## config.mk

```make
export PLATFORM = sky130hd
export DESIGN_NAME = sltsolve_div
export DESIGN_NICKNAME = d
export VERILOG_FILES = /design/src/design/sltsolve_div.sv
export SDC_FILE = /design/constraint.sdc
export NUM_CORES = 1
export LEC_CHECK = 0
export ABC_AREA = 0
export BUFFER_PORTS_ARGS = -buffer_cell sky130_fd_sc_hd__buf_2
export CORE_ASPECT_RATIO = 1.4
export CORE_MARGIN = 2
export CORE_UTILIZATION = 55
export CTS_BUF_LIST = sky130_fd_sc_hd__clkbuf_16
export DETAILED_ROUTE_END_ITERATION = 8
export PLACE_DENSITY = 0.83
export SLEW_MARGIN = 30
export SYNTH_ARGS = -nofsm -noshare
export SYNTH_HDL_FRONTEND = slang
export SYNTH_SLANG_ARGS = --single-unit
```

## constraint.sdc

```tcl
create_clock -name clk -period 7 [get_ports clk]
set_input_delay 1.4 -clock clk [delete_from_list [all_inputs] [get_ports clk]]
set_output_delay 1.4 -clock clk [all_outputs]
set_load 0.03 [all_outputs]
```

## src/design/sltsolve_div.sv

```systemverilog
`default_nettype none
// Restoring divider, unsigned 64 / 32, one quotient bit per cycle.
module sltsolve_div (
  input  wire logic        clk,
  input  wire logic        rst_n,
  input  wire logic        start,
  input  wire logic [63:0] dividend,
  input  wire logic [31:0] divisor,
  output logic             busy,
  output logic             done,
  output logic [63:0]      quotient
);
  logic [63:0] q_r, q_nxt;
  logic [32:0] rem_r, rem_nxt;
  logic [31:0] dvs_r;
  logic [6:0]  cnt_r, cnt_nxt;
  logic        busy_r, busy_nxt, done_r, done_nxt;
  logic [32:0] trial;
  logic [32:0] shifted;

  always_comb begin
    shifted  = {rem_r[31:0], q_r[63]};
    trial    = shifted - {1'b0, dvs_r};
    q_nxt    = q_r;
    rem_nxt  = rem_r;
    cnt_nxt  = cnt_r;
    busy_nxt = busy_r;
    done_nxt = 1'b0;
    if (start) begin
      q_nxt    = dividend;
      rem_nxt  = '0;
      cnt_nxt  = 7'd64;
      busy_nxt = 1'b1;
    end else if (busy_r) begin
      if (!trial[32]) begin
        rem_nxt = trial;
        q_nxt   = {q_r[62:0], 1'b1};
      end else begin
        rem_nxt = shifted;
        q_nxt   = {q_r[62:0], 1'b0};
      end
      cnt_nxt = cnt_r - 7'd1;
      if (cnt_r == 7'd1) begin
        busy_nxt = 1'b0;
        done_nxt = 1'b1;
      end
    end
  end

  always_ff @(posedge clk) begin
    if (!rst_n) begin
      busy_r <= 1'b0;
      done_r <= 1'b0;
      cnt_r  <= '0;
    end else begin
      busy_r <= busy_nxt;
      done_r <= done_nxt;
      cnt_r  <= cnt_nxt;
    end
    q_r   <= q_nxt;
    rem_r <= rem_nxt;
    if (start) dvs_r <= divisor;
  end

  assign busy     = busy_r;
  assign done     = done_r;
  assign quotient = q_r;
endmodule
`default_nettype wire

```

# Word-level counts from Yosys, hierarchy flattened
# Cells that the tools add are included.
# word_totals
register_bits,137
latch_bits,0
mem_bits_rw,0
mem_bits_ro,0
input_bits,99
output_inout_bits,66
elab_cells,25
mem_count,0
# op_classes
add_sub_neg,2
multipliers,0
n_div,0
n_lt_le_gt_ge,0
eq_ne,1
n_shift,0
muxes,10
bitwise_logic,2
reduce_logical,3
# op_table
cell,count
$mux 64,2
$sub 33x32->33,1
$mux 32,1
$mux 7,2
$eq 7x1->1 const B,1
$sub 7x1->7 const B,1
$mux 1,5
$reduce_or 3->1,1
$not 1->1,2
$reduce_bool 2->1,1
$reduce_or 2->1,1

# Logic depth before layout (Yosys ltp)
# depth
ltp_word,4
mapped_depth,13
depth_no_buf,11

# Least setup slack after synthesis
# No wires, ideal clock.
# synth_timing
kind,input port to flip-flop
start,input port start
end,"register q_r[0] (netlist: quotient[0]), enable pin"
setup_time_ns,0.424
t_arrival_ns,3.172
required_ns,6.576
setup_slack_ns,3.404
stages,3
path_buffers,1
cell_sequence,clkbuf_1 -> inv_1 -> nand2_1
# synth_between
elab_chain_len,1
# synth_lines
item,line_no,source
start: declaration,6,"input wire logic start,"
$reduce_bool 2->1 (no source line),n/a,
end signal: assignment,60,q_r <= q_nxt;
end: declaration,13,"logic [63:0] q_r, q_nxt;"
# Every way passes these cells.
# A chain may end at the register's enable or synchronous reset.

# Final worst setup path
# layout_timing
start,register q_r[63] (netlist: quotient[63])
end,register rem_r[27]
# layout_between
elab_chain_len,2
# layout_lines
item,line_no,source
$sub 33x32->33,23,"trial = shifted - {1'b0, dvs_r};"
$mux 32,35,if (!trial[32]) begin
end signal: assignment,61,rem_r <= rem_nxt;
end: declaration,14,"logic [32:0] rem_r, rem_nxt;"
# Every way passes these cells.

==> results.md <==
- Outcome: completed
- Cells after Synth: 658
- Kind of critical path: reg2reg
- Num Clock Sinks: 137
- CP arrival: 4060 ps
- Vias: 5,736
- Hold Vio Cnt, Final: 0
- # nets final: 948
- Die boundary height: 140.7 µm
- First-pass GRT wire length: 27,990 µm
- Largest family of logic cells by synthesized area: compound AO/OA/AOI/OAI gates
- Crit. End Element: flip-flop
- # H-tree levels: 4
- Core box area: 13,200 µm²
- Die Footprint: 14,310 µm²
- Synth-to-layout area growth: 21.14%
- Post-synthesis adder-cell area fraction: 6.065%
- Critical Path Start Type: flip-flop
- Required @ worst endpoint: 7270 ps
- Max Slew Vio Count: 0
- Iter 0 DRT Violations: 301
- Period minus WS final: 3792 ps
- Post-synthesis compound-gate area fraction: 13.87%
- Number of global-route vias before repair: 5,865
- Number of setup violations in the final report: 0
- GR Util All Layers: 25.23%
- Number of gates resized after CTS: 0
- GP Congestion: 0.9557
- Detailed Routing Iterations Pass 1: 5
- Syn_nets: 792
- F_max: 263.7 MHz
- Worst vdd ir: 206.7 µV
- Share of cells above drive strength 1: 32.89%
- Die X: 101.7 µm
- Synth unique cells: 61
- R2R depth: 12
- Cell area after layout: 8897 µm²
- Initial Util: 55.64%
- Async SR Flop Fraction: 0%
- PwrDens: 272.6 nW/µm²
- Clock Tree Root: clkbuf_16
- TNS Setup: 0 ps
- Hold buffer count at CTS: 0
- # DRC: 0
- Post-Synth XOR/XNOR Area: 3.816%
- Port bufs: 164
- Site row count: 50
- DRT Wirelength: 17,600 µm
- Crit Path Max Fanout: 17
- Period utilization: 54.17%
- Min-delay worst type: reg2reg
- Fin util: 67.40%
- Clock Latency Late Sink: 430 ps
- CTS Buffer Depth: 2
- Yosys warning count: 0
- Post-Syn Area: 7345 µm²
- Cell Count, Final, Fillers Out: 1,009
- Post-synth EDFFs: 96
- IO Count: 165
- Initial antenna violation count: 0
- Simple-Gate Fraction of Synth Area: 9.336%
- Register area share after synthesis: 50.43%
- Vias/cell: 5.685
- TritonCTS clock tree: done
- Post CTS Setup Buffer Count: 0
- Avg Inst Size Synth: 11.16 µm²
- Max-cap viol count: 0
- Placed instance area: 8308 µm²
- Main flop type after synthesis: edfxtp_1
- Mux cell area share after synthesis: 12.40%
- Gr ovfl total: 0
- Slew at the pin with the worst max-slew slack: 796.9 ps
- Pleak: 3.704 nW
- DP HPWL: 12,980 µm
- Slew margin rel.: 46.87%
- Placed Instances: 977
- Worst hold stages: 2
- CTS buffer count: 17
- Average routed wire per standard cell: 17.44 µm
- Post-route antenna net violation count: 0
- Flops & latches, synth: 137
- Largest net degree at the start of global routing: 65
- Clk slew on worst S/H paths: 60 ps
- Clk_skew: 12.09 ps
- ANT cells: 0
- RSZ-0062 raised after global routing: no
==> synthesized netlist by cell type, types with 7 or more instances <==
master	instances	area share, %
clkbuf_1	17	0.87
buf_1	7	0.36
nand2_1	45	2.3
dfxtp_1	41	11
nor3_1	7	0.48
ha_1	34	5.8
mux2_2	64	9.8
a21o_1	10	1.0
xor2_1	11	1.3
a21oi_1	36	2.5
edfxtp_1	96	39
nor2_1	52	2.7
xnor2_1	21	2.5
a211oi_1	25	2.6
o21ai_0	23	1.6
inv_1	44	2.2
mux2i_1	19	2.6
==> layout by cell type (no fill, tap or decap), types with 21 or more instances in the layout <==
cell / count
nand2_1: 44
edfxtp_1: 96
a21oi_1: 36
buf_2: 163
nor2_1: 52
a211oi_1: 25
dfxtp_1: 40
xnor2_1: 21
ha_1: 34
mux2_2: 64
o21ai_0: 23
inv_1: 44
==> metrics by stage <==
step / setup WS, ps / power (mW) / hold WS, ps
after global placement: 3390 / 1.529 / 480.9
after floorplan: 3404 / 1.396 / 468.5
after detailed placement: 3253 / 1.547 / 489.0
after CTS: 3201 / 2.435 / 495.8
after global routing: 2921 / 2.520 / 521.5
final: 3208 / 2.426 / 495.3
==> layout make-up <==
class / instances / area [µm²]
Fill cell: 1011 / 4303
Clock inverter: 15 / 163.9
Inverter: 44 / 165.2
Clock buffer: 17 / 425.4
Timing Repair Buffer: 169 / 860.8
Multi-Input combinational cell: 445 / 3349
Sequential cell: 137 / 3705
Tap cell: 182 / 227.7
==> flip-flops by register name (all words and copies together) (netlist names) <==
signal    flops
busy          1
cnt_r         7
done          1
dvs_r        32
quotient     64
rem_r        32
==> layer usage <==
layer / vias up / wire (µm) / GRT usage, %
met5: - / 0 / 0
met4: 0 / 597 / 12.23
met3: 45 / 1269 / 8.329
met2: 198 / 9112 / 43.14
met1: 2741 / 6622 / 27.69
li1: 2752 / - / -
==> logic make-up (layout without fill, tap and decap cells) <==
| family | after synthesis | in the layout |
|---|---|---|
| flip-flops | 137 | 137 |
| XOR/XNOR | 32 | 32 |
| AND/OR/NAND/NOR | 147 | 147 |
| adder cells (fa/ha/maj) | 35 | 35 |
| multiplexers | 83 | 83 |
| buffers and inverters | 76 | 245 |
| AO/OA/AOI/OAI | 148 | 148 |
==> path summary, 6_finish.rpt <==
check	startpoint	end	slack [ps]
min	rem_r[14]	rem_r[15]	500
min reg2reg	rem_r[14]	rem_r[15]	500
max	quotient[63]	rem_r[27]	3210
max reg2reg	quotient[63]	rem_r[27]	3210
==> critical path, cell delays in order (launching register included) <==
cell	delay (ps)
edfxtp_1	360
inv_1	50
ha_1	220
fa_1	390
nand2b_1	210
a21o_1	230
a2111oi_4	370
o211ai_2	160
and4b_1	260
nor3_4	620
buf_4	420
mux2i_1	240
a211oi_1	100
==> power by group <==
group / switching, mW / internal (mW) / total (mW)
logic: 0.330 / 0.207 / 0.537
clock network: 0.385 / 0.503 / 0.888
registers: 0.0450 / 0.956 / 1.00
(Power assumes the default switching activity.)
